`src/hdl/sppd_pkg.sv`:
```
// Shared types, constants and the log2 table for the spectral peak power block.
// No dependencies; every other file in hdl/ imports this package.
`timescale 1ns / 1ps

package sppd_pkg;

	// sample and fixed-point settings
	localparam int SAMPLE_BITS  = 16;
	localparam int DB_FRAC_BITS = 8;

	localparam int MAG_W   = SAMPLE_BITS + 1;  // |x| of a two's complement sample
	localparam int SQ_W    = 2 * MAG_W;
	localparam int POWER_W = 32;
	localparam int EXP_W   = 5;                // leading-one index of a power word
	localparam int TAB_W   = 17;               // table holds up to 65536
	localparam int DIFF_W  = 13;               // largest step between entries is 5732
	localparam int FRAC_W  = 16;
	localparam int LOGQ_W  = EXP_W + FRAC_W;   // log2 in Q16
	localparam int SCALE_W = 26;
	localparam int PROD_W  = LOGQ_W + SCALE_W;
	localparam int DB_W    = 15;

	// 10*log10(2) in Q24
	localparam logic [SCALE_W-1:0] DB_SCALE = SCALE_W'(50504453);
	localparam int DB_SHIFT = 40 - DB_FRAC_BITS;
	localparam logic [PROD_W:0] DB_ROUND = (PROD_W + 1)'(1) << (DB_SHIFT - 1);
	localparam logic [DB_W-1:0] DB_MAX = {DB_W{1'b1}};

	typedef struct packed {
		logic signed [SAMPLE_BITS-1:0] real_part;
		logic signed [SAMPLE_BITS-1:0] imag_part;
		logic                          last_bin;
	} bin_t;

	typedef struct packed {
		logic [POWER_W-1:0] peak_power;
		logic [DB_W-1:0]    peak_db;
		logic               zero_power;
	} peak_t;

	// link between pipeline sections
	typedef struct packed {
		logic               valid;
		logic               last;
		logic [POWER_W-1:0] power;
	} pwr_link_t;

	// round(65536*log2(1+k/16)), k = 0..16
	function automatic logic [TAB_W-1:0] log2_tab(input logic [EXP_W-1:0] k);
		logic [TAB_W-1:0] v;
		case (k)
			5'd0:    v = TAB_W'(0);
			5'd1:    v = TAB_W'(5732);
			5'd2:    v = TAB_W'(11136);
			5'd3:    v = TAB_W'(16248);
			5'd4:    v = TAB_W'(21098);
			5'd5:    v = TAB_W'(25711);
			5'd6:    v = TAB_W'(30109);
			5'd7:    v = TAB_W'(34312);
			5'd8:    v = TAB_W'(38336);
			5'd9:    v = TAB_W'(42196);
			5'd10:   v = TAB_W'(45904);
			5'd11:   v = TAB_W'(49472);
			5'd12:   v = TAB_W'(52911);
			5'd13:   v = TAB_W'(56229);
			5'd14:   v = TAB_W'(59434);
			5'd15:   v = TAB_W'(62534);
			5'd16:   v = TAB_W'(65536);
			default: v = TAB_W'(0);
		endcase
		return v;
	endfunction

endpackage

```
`src/hdl/sppd_power.sv`:
```
// Bin power front end: input register, squaring, sum with saturation.
// Depends on sppd_pkg.
`timescale 1ns / 1ps

module sppd_power (
	input  logic           clk,
	input  logic           arst_n,
	input  logic           bin_valid,
	output logic           bin_stall,
	input  sppd_pkg::bin_t bin,
	output sppd_pkg::pwr_link_t pwr,
	input  logic           pwr_ready
);
	import sppd_pkg::*;

	logic v_s1, v_s2, v_s3;
	logic rdy_s1, rdy_s2, rdy_s3;
	bin_t bin_s1;
	logic [SQ_W-1:0] re_sq_s2, im_sq_s2;
	logic last_s2, last_s3;
	logic [POWER_W-1:0] power_s3;

	logic [MAG_W-1:0] re_mag, im_mag;
	logic [SQ_W:0]    sum;

	assign rdy_s3 = !v_s3 || pwr_ready;
	assign rdy_s2 = !v_s2 || rdy_s3;
	assign rdy_s1 = !v_s1 || rdy_s2;
	assign bin_stall = !rdy_s1;

	function automatic logic [MAG_W-1:0] mag(input logic signed [SAMPLE_BITS-1:0] x);
		logic [MAG_W-1:0] ext;
		ext = {x[SAMPLE_BITS-1], x};
		return x[SAMPLE_BITS-1] ? (MAG_W'(0) - ext) : ext;
	endfunction

	assign re_mag = mag(bin_s1.real_part);
	assign im_mag = mag(bin_s1.imag_part);
	assign sum = {1'b0, re_sq_s2} + {1'b0, im_sq_s2};

	always_ff @(posedge clk or negedge arst_n) begin
		if (!arst_n) begin
			v_s1 <= 1'b0;
			v_s2 <= 1'b0;
			v_s3 <= 1'b0;
		end else begin
			if (rdy_s1) v_s1 <= bin_valid;
			if (rdy_s2) v_s2 <= v_s1;
			if (rdy_s3) v_s3 <= v_s2;
		end
	end

	always_ff @(posedge clk) begin
		if (rdy_s1) bin_s1 <= bin;
		if (rdy_s2) begin
			re_sq_s2 <= re_mag * re_mag;
			im_sq_s2 <= im_mag * im_mag;
			last_s2  <= bin_s1.last_bin;
		end
		if (rdy_s3) begin
			// clamp anything that does not fit the power word
			power_s3 <= (|sum[SQ_W:POWER_W]) ? {POWER_W{1'b1}} : sum[POWER_W-1:0];
			last_s3  <= last_s2;
		end
	end

	assign pwr.valid = v_s3;
	assign pwr.last  = last_s3;
	assign pwr.power = power_s3;

endmodule

```
`src/hdl/sppd_peak.sv`:
```
// Running maximum of bin power over one spectrum; releases the peak on the last bin.
// Depends on sppd_pkg.
`timescale 1ns / 1ps

module sppd_peak (
	input  logic                clk,
	input  logic                arst_n,
	input  sppd_pkg::pwr_link_t pwr,
	output logic                pwr_ready,
	output sppd_pkg::pwr_link_t peak,
	input  logic                peak_ready
);
	import sppd_pkg::*;

	logic [POWER_W-1:0] max_q;
	logic [POWER_W-1:0] peak_s4;
	logic [POWER_W-1:0] cand;
	logic v_s4, rdy_s4, take;

	assign rdy_s4 = !v_s4 || peak_ready;
	assign take = pwr.valid && rdy_s4;
	assign cand = (pwr.power > max_q) ? pwr.power : max_q;
	assign pwr_ready = rdy_s4;

	always_ff @(posedge clk or negedge arst_n) begin
		if (!arst_n) begin
			max_q <= '0;
			v_s4  <= 1'b0;
		end else begin
			if (rdy_s4) v_s4 <= take && pwr.last;
			if (take) max_q <= pwr.last ? '0 : cand;
		end
	end

	always_ff @(posedge clk) begin
		if (take && pwr.last) peak_s4 <= cand;
	end

	assign peak.valid = v_s4;
	assign peak.last  = 1'b1;
	assign peak.power = peak_s4;

endmodule

```
`src/hdl/sppd_db.sv`:
```
// Peak power to decibels: leading one, table interpolation of log2, scaling, rounding.
// Depends on sppd_pkg.
`timescale 1ns / 1ps

module sppd_db (
	input  logic                clk,
	input  logic                arst_n,
	input  sppd_pkg::pwr_link_t peak,
	output logic                peak_ready,
	output logic                res_valid,
	input  logic                res_stall,
	output sppd_pkg::peak_t     res
);
	import sppd_pkg::*;

	logic v_s5, v_s6, v_s7, v_s8, v_s9;
	logic rdy_s5, rdy_s6, rdy_s7, rdy_s8, rdy_s9;

	logic [POWER_W-1:0] pw_s5, pw_s6, pw_s7, pw_s8, pw_s9;
	logic [EXP_W-1:0]   e_s5, e_s6;
	logic [TAB_W-1:0]   tk_s6;
	logic [DIFF_W-1:0]  dk_s6;
	logic [FRAC_W-1:0]  r_s6;
	logic [LOGQ_W-1:0]  lq_s7;
	logic [PROD_W-1:0]  prod_s8;
	logic [DB_W-1:0]    db_s9;
	logic               zero_s9;

	logic [EXP_W-1:0]   lead;
	logic [POWER_W-1:0] norm;
	logic [3:0]         k;
	logic [EXP_W-1:0]   k0, k1;
	logic [TAB_W-1:0]   t0, t1;
	logic [DIFF_W+FRAC_W-1:0] interp;
	logic [LOGQ_W:0]    lq_sum;
	logic [PROD_W:0]    rounded;
	logic [PROD_W:0]    db_wide;

	assign rdy_s9 = !v_s9 || !res_stall;
	assign rdy_s8 = !v_s8 || rdy_s9;
	assign rdy_s7 = !v_s7 || rdy_s8;
	assign rdy_s6 = !v_s6 || rdy_s7;
	assign rdy_s5 = !v_s5 || rdy_s6;
	assign peak_ready = rdy_s5;

	// leading one; a zero word gives 0 and is overridden at the end
	always_comb begin
		lead = '0;
		for (int i = 0; i < POWER_W; i++) begin
			if (peak.power[i]) lead = EXP_W'(i);
		end
	end

	assign norm = pw_s5 << (EXP_W'(POWER_W - 1) - e_s5);
	assign k  = norm[30:27];
	assign k0 = {1'b0, k};
	assign k1 = k0 + EXP_W'(1);
	assign t0 = log2_tab(k0);
	assign t1 = log2_tab(k1);

	assign interp = dk_s6 * r_s6;
	assign lq_sum = {1'b0, e_s6, {FRAC_W{1'b0}}} + (LOGQ_W + 1)'(tk_s6)
	              + (LOGQ_W + 1)'(interp[DIFF_W+FRAC_W-1:FRAC_W]);

	assign rounded = {1'b0, prod_s8} + DB_ROUND;
	assign db_wide = rounded >> DB_SHIFT;

	always_ff @(posedge clk or negedge arst_n) begin
		if (!arst_n) begin
			v_s5 <= 1'b0;
			v_s6 <= 1'b0;
			v_s7 <= 1'b0;
			v_s8 <= 1'b0;
			v_s9 <= 1'b0;
		end else begin
			if (rdy_s5) v_s5 <= peak.valid;
			if (rdy_s6) v_s6 <= v_s5;
			if (rdy_s7) v_s7 <= v_s6;
			if (rdy_s8) v_s8 <= v_s7;
			if (rdy_s9) v_s9 <= v_s8;
		end
	end

	always_ff @(posedge clk) begin
		if (rdy_s5) begin
			pw_s5 <= peak.power;
			e_s5  <= lead;
		end
		if (rdy_s6) begin
			pw_s6 <= pw_s5;
			e_s6  <= e_s5;
			tk_s6 <= t0;
			dk_s6 <= DIFF_W'(t1 - t0);
			r_s6  <= norm[26:11];
		end
		if (rdy_s7) begin
			pw_s7 <= pw_s6;
			lq_s7 <= lq_sum[LOGQ_W-1:0];
		end
		if (rdy_s8) begin
			pw_s8   <= pw_s7;
			prod_s8 <= lq_s7 * DB_SCALE;
		end
		if (rdy_s9) begin
			pw_s9   <= pw_s8;
			zero_s9 <= (pw_s8 == '0);
			if (pw_s8 == '0)
				db_s9 <= '0;
			else if (|db_wide[PROD_W:DB_W])
				db_s9 <= DB_MAX;
			else
				db_s9 <= db_wide[DB_W-1:0];
		end
	end

	assign res_valid      = v_s9;
	assign res.peak_power = pw_s9;
	assign res.peak_db    = db_s9;
	assign res.zero_power = zero_s9;

endmodule

```
`src/hdl/spectral_peak_power_db.sv`:
```
// Spectral peak power in decibels, top level.
// Depends on sppd_pkg, sppd_power, sppd_peak and sppd_db.
`timescale 1ns / 1ps

// Accepts one complex FFT bin per clock while bin_stall is low (real_part,
// imag_part, last_bin) and keeps the largest real^2 + imag^2 seen in the
// current spectrum. The transfer carrying last_bin closes the spectrum: that
// bin is included, and one result follows with the peak raw power, the peak as
// 10*log10 in 1/256 dB steps and a flag for an all-zero spectrum (dB then
// reads 0). The running maximum is then cleared; bins without last_bin produce
// no result. Throughput is one bin per clock while bin_stall is low, set by
// the compare that feeds the running-maximum register. There are nine
// register stages, the first being the input register and the last the
// output register. Every stage can hold an item, so bins keep flowing while
// a result waits on peak_stall; the input stalls only once all stages behind
// a stalled result are occupied.
module spectral_peak_power_db (
	input  logic            clk,
	input  logic            arst_n,
	input  logic            bin_valid,
	output logic            bin_stall,
	input  sppd_pkg::bin_t  bin,
	output logic            peak_valid,
	input  logic            peak_stall,
	output sppd_pkg::peak_t peak
);
	import sppd_pkg::*;

	pwr_link_t pwr;       // per-bin power, three stages in
	pwr_link_t spec_peak; // closed-spectrum peak from the running maximum
	logic      pwr_ready;
	logic      peak_ready;

	// input register, squares, saturating sum
	sppd_power u_power (
		.clk       (clk),
		.arst_n    (arst_n),
		.bin_valid (bin_valid),
		.bin_stall (bin_stall),
		.bin       (bin),
		.pwr       (pwr),
		.pwr_ready (pwr_ready)
	);

	// running maximum, cleared on the last bin
	sppd_peak u_peak (
		.clk        (clk),
		.arst_n     (arst_n),
		.pwr        (pwr),
		.pwr_ready  (pwr_ready),
		.peak       (spec_peak),
		.peak_ready (peak_ready)
	);

	// log2 by table interpolation, scaled to dB, rounded; final stage is the
	// output register
	sppd_db u_db (
		.clk        (clk),
		.arst_n     (arst_n),
		.peak       (spec_peak),
		.peak_ready (peak_ready),
		.res_valid  (peak_valid),
		.res_stall  (peak_stall),
		.res        (peak)
	);

`ifndef SYNTHESIS
	// an empty output stage never holds back the input
	a_no_idle_stall: assert property (@(posedge clk) disable iff (!arst_n)
		!peak_valid |-> !bin_stall)
		else $error("input stalled with no result pending");

	// zero flag tracks the raw peak
	a_zero_flag: assert property (@(posedge clk) disable iff (!arst_n)
		peak_valid |-> (peak.zero_power == (peak.peak_power == '0)))
		else $error("zero_power disagrees with peak_power");

	// zero peak reports 0 dB
	a_zero_db: assert property (@(posedge clk) disable iff (!arst_n)
		(peak_valid && peak.zero_power) |-> (peak.peak_db == '0))
		else $error("nonzero dB on a zero peak");

	// unit power is the bottom of the dB scale, 0 dB
	a_db_range: assert property (@(posedge clk) disable iff (!arst_n)
		(peak_valid && (peak.peak_power == 32'd1)) |-> (peak.peak_db == '0))
		else $error("unit power must map to 0 dB");
`endif

endmodule

```
`config.mk`:
```
export PLATFORM = sky130hd
export DESIGN_NAME = spectral_peak_power_db
export DESIGN_NICKNAME = d
export VERILOG_FILES = /design/src/hdl/sppd_pkg.sv /design/src/hdl/sppd_power.sv /design/src/hdl/sppd_peak.sv /design/src/hdl/sppd_db.sv /design/src/hdl/spectral_peak_power_db.sv
export SDC_FILE = /design/constraint.sdc
export NUM_CORES = 2
export LEC_CHECK = 0
export BUFFER_PORTS_ARGS = -buffer_cell sky130_fd_sc_hd__buf_4
export CAP_MARGIN = 20
export CELL_PAD_IN_SITES_DETAIL_PLACEMENT = 1
export CELL_PAD_IN_SITES_GLOBAL_PLACEMENT = 2
export CORE_AREA = 2 2 341 343
export DETAILED_ROUTE_END_ITERATION = 10
export DIE_AREA = 0 0 343 345
export GPL_TIMING_DRIVEN = 0
export PLACE_DENSITY = 0.91
export SLEW_MARGIN = 10
export SYNTH_ARGS = -nofsm -noshare
export SYNTH_HDL_FRONTEND = slang
export SYNTH_SLANG_ARGS = --single-unit
```
`constraint.sdc`:
```
create_clock -name clk -period 8.9 [get_ports clk]
set_input_delay 2.225 -clock clk [delete_from_list [all_inputs] [get_ports clk]]
set_output_delay 2.225 -clock clk [all_outputs]
set_load 0.03 [all_outputs]
```
* Yosys cells after proc, flatten, opt, wreduce, memory -nomap -nowiden
Memories as Yosys holds them, arrays and structs flattened. Cells that the tools add are included.
Operators by class: $add $sub $neg 9, multipliers 4, order comparisons 1, shifts and indexed selects 1, multiplexer cells 35, reductions and logical operators 28
Operators with widths (number):
- 2-to-1 mux 5 bit | 14
- multiplier 17 x 17 -> 34 bit | 2
- 2-to-1 mux 32 bit | 2
- adder 47 x 32 -> 48 bit (second input constant) | 1
- multiplier 21 x 26 -> 47 bit (second input constant) | 1
- adder 34 x 34 -> 35 bit | 1
- 2-to-1 mux 17 bit | 2
- subtractor 1 x 16 -> 17 bit (first input constant) | 2
- > comparator 32 bit | 1
- logical NOT 32 bit | 1
- 2-to-1 mux 4 bit | 8
- << shifter 32 x 5 -> 31 bit | 1
- multiplier 13 x 16 -> 29 bit | 1
- adder 21 x 13 -> 21 bit | 1
- adder 21 x 17 -> 21 bit | 1
- OR reduction 16 bit | 1
- 2-to-1 mux 15 bit | 1
- subtractor 13 bit | 1
- 2-to-1 mux 3 bit | 4
- logical NOT 1 bit | 11
- logical OR 1 bit | 9
- OR reduction 8 bit | 1
- adder 4 x 1 -> 5 bit (second input constant) | 1
- subtractor 5 bit (first input constant) | 1
- other kinds (6) | 9
Word-level totals: flip-flop bits (word level) 508, ROM bits 1088, bits of input ports 37, memories 2
Memories:
- (no name shown) | depth 32, bits a word 17, read ports 1, clocked after Yosys merged registers in 0, wr ports 0, RTL line sppd_pkg.sv:51 | case (k)
- (no name shown) | depth 32, bits a word 17, read ports 1, clocked after Yosys merged registers in 0, wr ports 0, RTL line sppd_pkg.sv:51

* Longest topological paths before layout
depth in word-level cells 30, mapped depth 34, depth with buffers taken out 32

* Cells and area by module
From an unflattened synthesis, not the netlist that was laid out.
Second synthesis, totals: cell total of the unflattened synthesis 4803, area, all modules 51025.2 um^2
By module, submodules not included:
- sppd_db | times used 1, cells an instance 2253, area an instance 25197.9 um^2
- sppd_power | times used 1, cells an instance 2277, area an instance 22261.4 um^2
- sppd_peak | times used 1, cells an instance 273, area an instance 3565.9 um^2

* Least setup slack after synthesis
OpenSTA, ideal clock, no wires.
path kind register -> register, start point register u_power.bin_s1[1] in the netlist's numbering, end point register u_power.im_sq_s2[31] (data pin), library setup time 0.258 ns, data arrival time 7.808 ns, required time 8.642 ns, path slack 0.834 ns, cell stages (with the launch flop) 35, buffers on the path 2, period minus slack after synthesis 8.066 ns, cell sequence edfxtp_1 clkbuf_1 inv_1 ha_1 nand2_1 or3_1 or3_1 o31a_1 xor2_1 inv_1 clkbuf_1 nor2_1 inv_1 fa_1 inv_1 fa_1 inv_1 fa_1 inv_1 fa_1 fa_1 inv_1 fa_1 inv_1 ha_1 or2_2 o31ai_1 nand4b_1 a31o_2 a21oi_1 nor2b_1 o31ai_1 a21o_1 a21oi_1 xnor2_1
Between the ends: longest elaborated chain between the ends 3
RTL lines:
- start: declaration | RTL line sppd_power.sv:18 | bin_t bin_s1;
- start signal: assignment | RTL line sppd_power.sv:54 | if (rdy_s1) bin_s1 <= bin;
- subtractor 1 x 16 -> 17 bit | RTL line sppd_power.sv:34 | return x[SAMPLE_BITS-1] ? (MAG_W'(0) - ext) : ext;
- 2-to-1 mux 17 bit (*) | RTL line sppd_power.sv:34
- multiplier 17 x 17 -> 34 bit (*) | RTL line sppd_power.sv:57 | im_sq_s2 <= im_mag * im_mag;
- end signal: assignment | RTL line sppd_power.sv:57
- end: declaration | RTL line sppd_power.sv:19 | logic [SQ_W-1:0] re_sq_s2, im_sq_s2;
Every way passes the cells marked *; elsewhere a longest branch is shown, timed or not. A chain may end at the register's enable or synchronous reset.

* Worst setup path in the final report
Ends and elaborated chain as after synthesis.

==> impl_metrics.csv <==
group,metric,value,unit
detailed_routing,drt_pass1_iterations,6,
critical_path,slowest_delay,0.54,ns
critical_path,cp_data_arrival_time,8.95,ns
sta,fin_skew,0.0323,ns
critical_path,cp_slowest_cell,"fa_1",
synth,syn_area_per_cell,10.7,um2
sta,slew_viol_final,0,
synth,ys_seq_elements,474,
finish,synthToLayoutAreaGrowth,10.9,%
floorplanning,initial_core_util,43.4,%
synth,ys_top_cells_by_area,"edfxtp_1, fa_1, ha_1",
clock_network,cts_root_buf,"clkbuf_16",
floorplanning,row_count,125,
min_path,min_path_type,"reg2reg",
grt,grt_pass1_wl,203000,um
synth,ys_warn_count,0,
critical_path,worstPathRequired,9.26,ns
detailed_routing,drtIter0Drc,1419,
clock_network,cts_buffer_depth,3,
sta,period_minus_slack,8.59,ns
sta,finalSetupViolations,0,
detailed_routing,wl_per_cell,19.4,um
clock_network,htree_levels,2,
clock_network,cts_tree,"built",
run_status,status,"finished, final reports clean",
placement,gp_congestion,0.878,
critical_path,worstSetupStartpointType,"register",
synth,synth_top_area_cell,"edfxtp_1",
sta,timing.hold.ws,0.414,ns
finish,drive_gt1_share,7.89,%
synth,ys_top_cells_by_count,"inv_1, fa_1, ha_1",
critical_path,r2r_slack,0.31,ns
finish,fin_util,48.2,%
detailed_routing,wl,126000,um
grt,grt_max_degree,51,
grt,grtUsageTotal,21.7,%
synth,synth_flop_cell,"edfxtp_1",
synth,synthArstFlopShare,8.65,%
synth,synth.top_cell.area_share,26.0,%
critical_path,cpMostUsedCell,"fa_1",
detailed_routing,route.detailed.drc,0,
synth,synth_cells,4684,
clock_network,clock-sinks,474,
synth,ys_seq_area_share,28.1,%
detailed_routing,viasPerCell,5.18,
floorplanning,dieArea,118000,um2
grt,overflow,0,
sta,max-slew-margin-rel,21.8,%
finish,diodes,0,
min_path,min_from,"u_db.pw_s6[2]$_DFFE_PP_",
synth,synth.distinct_cells,88,
min_path,worstHoldEndpoint,"u_db.pw_s7[2]$_DFFE_PP_",
clock_network,path_clk_slew,0.07,ns
critical_path,r2r-start,"u_power.bin_s1[1]$_DFFE_PN_",
job,cap_violations,0,
detailed_routing,vias,33600,
sta,worstMarginPinSlew,1.16,ns
grt,first_global_vias,37800,
floorplanning,core,115000,um2
detailed_routing,drtAntennaViolNets,0,
critical_path,setup.worst_path.end_class,"register",
sta,finalCritPeriodShare,96.5,%
floorplanning,ios,87,
synth,synth_edf_count,433,
floorplanning,die_w,343,um
placement,dp_hpwl,104000,um
sta,hold_viol,0,
sta,clock.fmax,116,MHz
synth,yosysMostFrequentCell,"inv_1",
clock_network,cts_hold_buf,0,
grt,antenna_found_initial,1,
critical_path,worstSetupPathType,"reg2reg",
synth,syn_area,50000,um2
finish,fin_nets,6212,
floorplanning,die_h,345,um
clock_network,clock_latency,0.64,ns
min_path,holdPathStages,0,
clock_network,cts_buffers,52,
critical_path,r2r_cells,32,
critical_path,worstPathMaxFanout,7,
placement,port_buffers,86,
critical_path,reg2reg_to,"u_power.im_sq_s2[31]$_DFFE_PP_",
registers in the layout, indices dropped and copies added, names as in the netlist, 21 cells and up:
| register | cells |
|---|---|
| u_power.bin_s1 | 33 |
| u_power.im_sq_s2 | 33 |
| u_power.re_sq_s2 | 33 |
| u_db.pw_s5 | 32 |
| u_db.pw_s6 | 32 |
| u_db.pw_s7 | 32 |
| u_db.pw_s8 | 32 |
| u_db.pw_s9 | 32 |
| u_peak.max_q | 32 |
| u_peak.peak_s4 | 32 |
| u_power.power_s3 | 32 |
| u_db.lq_s7 | 21 |
kinds of logic after synthesis:
| family | count (synthesis) | synth area share, % |
|---|---|---|
| adder cells (fa/ha/maj) | 1248 | 40.8 |
| buffers and inverters | 1128 | 8.63 |
| AND/OR/NAND/NOR | 1030 | 9.51 |
| AO/OA/AOI/OAI | 515 | 6.80 |
| flip-flops | 474 | 28.1 |
| XOR/XNOR | 189 | 3.35 |
| multiplexers | 98 | 2.80 |
| other | 2 | 0.0150 |
worst max-delay path by stage:
stage                                            from  slack (ns)  cells after the start                        endpoint
final                     u_power.bin_s1[1]$_DFFE_PN_        0.31                     32  u_power.im_sq_s2[31]$_DFFE_PP_
after global routing      u_power.bin_s1[1]$_DFFE_PN_       -0.07                     31  u_power.im_sq_s2[33]$_DFFE_PP_
after CTS                 u_power.bin_s1[1]$_DFFE_PN_        0.02                     28  u_power.im_sq_s2[33]$_DFFE_PP_
after detailed placement  u_power.bin_s1[1]$_DFFE_PN_       -1.02                     34  u_power.im_sq_s2[32]$_DFFE_PP_
after global placement    u_power.bin_s1[1]$_DFFE_PN_       -1.15                     32  u_power.im_sq_s2[32]$_DFFE_PP_
after floorplan           u_power.bin_s1[1]$_DFFE_PN_        0.83                     34  u_power.im_sq_s2[31]$_DFFE_PP_
cell type report:
cell class,instances,area [um2]
Multi-Input combinational cell,3152,32300
Timing Repair Buffer,125,1070
Buffer,88,425
Clock buffer,57,1340
Inverter,1034,3920
Clock inverter,41,507
Sequential cell,474,14000
Fill cell,12600,59700
Tap cell,1524,1910
placed cells by master (no fill, tap or decap), drive strengths merged, types with 36 or more instances in the layout:
master / Yosys / final
nor2b: 38 / 38
dfrtp: 41 / 41
and2: 109 / 109
o21ai: 94 / 94
nor2: 245 / 245
buf: 18 / 145
mux2: 42 / 42
nand2: 427 / 427
edfxtp: 433 / 433
nor3: 36 / 36
clkbuf: 76 / 125
ha: 607 / 607
a21o: 51 / 51
fa: 641 / 641
a21oi: 151 / 151
xor2: 58 / 58
conb: 2 / 72
xnor2: 131 / 131
inv: 1020 / 1022
layer usage:
metal  track usage, %  up-vias  routed length [um]
met4             6.53        2                4050
met1             26.3    17300               51300
met5                0        -                  12
met2             40.0      510               66500
li1                 -    15600                   -
met3             2.41      203                3800
critical path: cells and delay by family, from the launching register on:
kind                     cells  cell delay (ns)
AND/OR/NAND/NOR              9             2.12
adder cells (fa/ha/maj)      7             3.16
buffers and inverters        7             0.76
flip-flops                   1             0.49
XOR/XNOR                     2             0.47
AO/OA/AOI/OAI                7             1.35
metrics by stage:
step / TNS [ns] / setup slack [ns] / cell area [um2] / std cells
final: 0 / 0.313 / 55400 / 6495
after global routing: -0.193 / -0.0652 / 55400 / 6495
after CTS: 0 / 0.0151 / 55200 / 6481
after detailed placement: -15.63 / -1.02 / 53100 / 6375
after global placement: -14.92 / -1.15 / 52800 / 6364
after floorplan: 0 / 0.834 / 50300 / 4754
timing repair:
| action | in CTS | in global routing |
|---|---|---|
| hold endpoints to repair | 0 | 0 |
| setup endpoints to repair | 35 | 21 |
| buffers inserted | 11 | 17 |
| pin swaps | 2 | 8 |
| resized for setup | 29 | 50 |
Power is not shown: default switching activity piles up to over one toggle a cycle in this logic, so the estimate is an artifact.
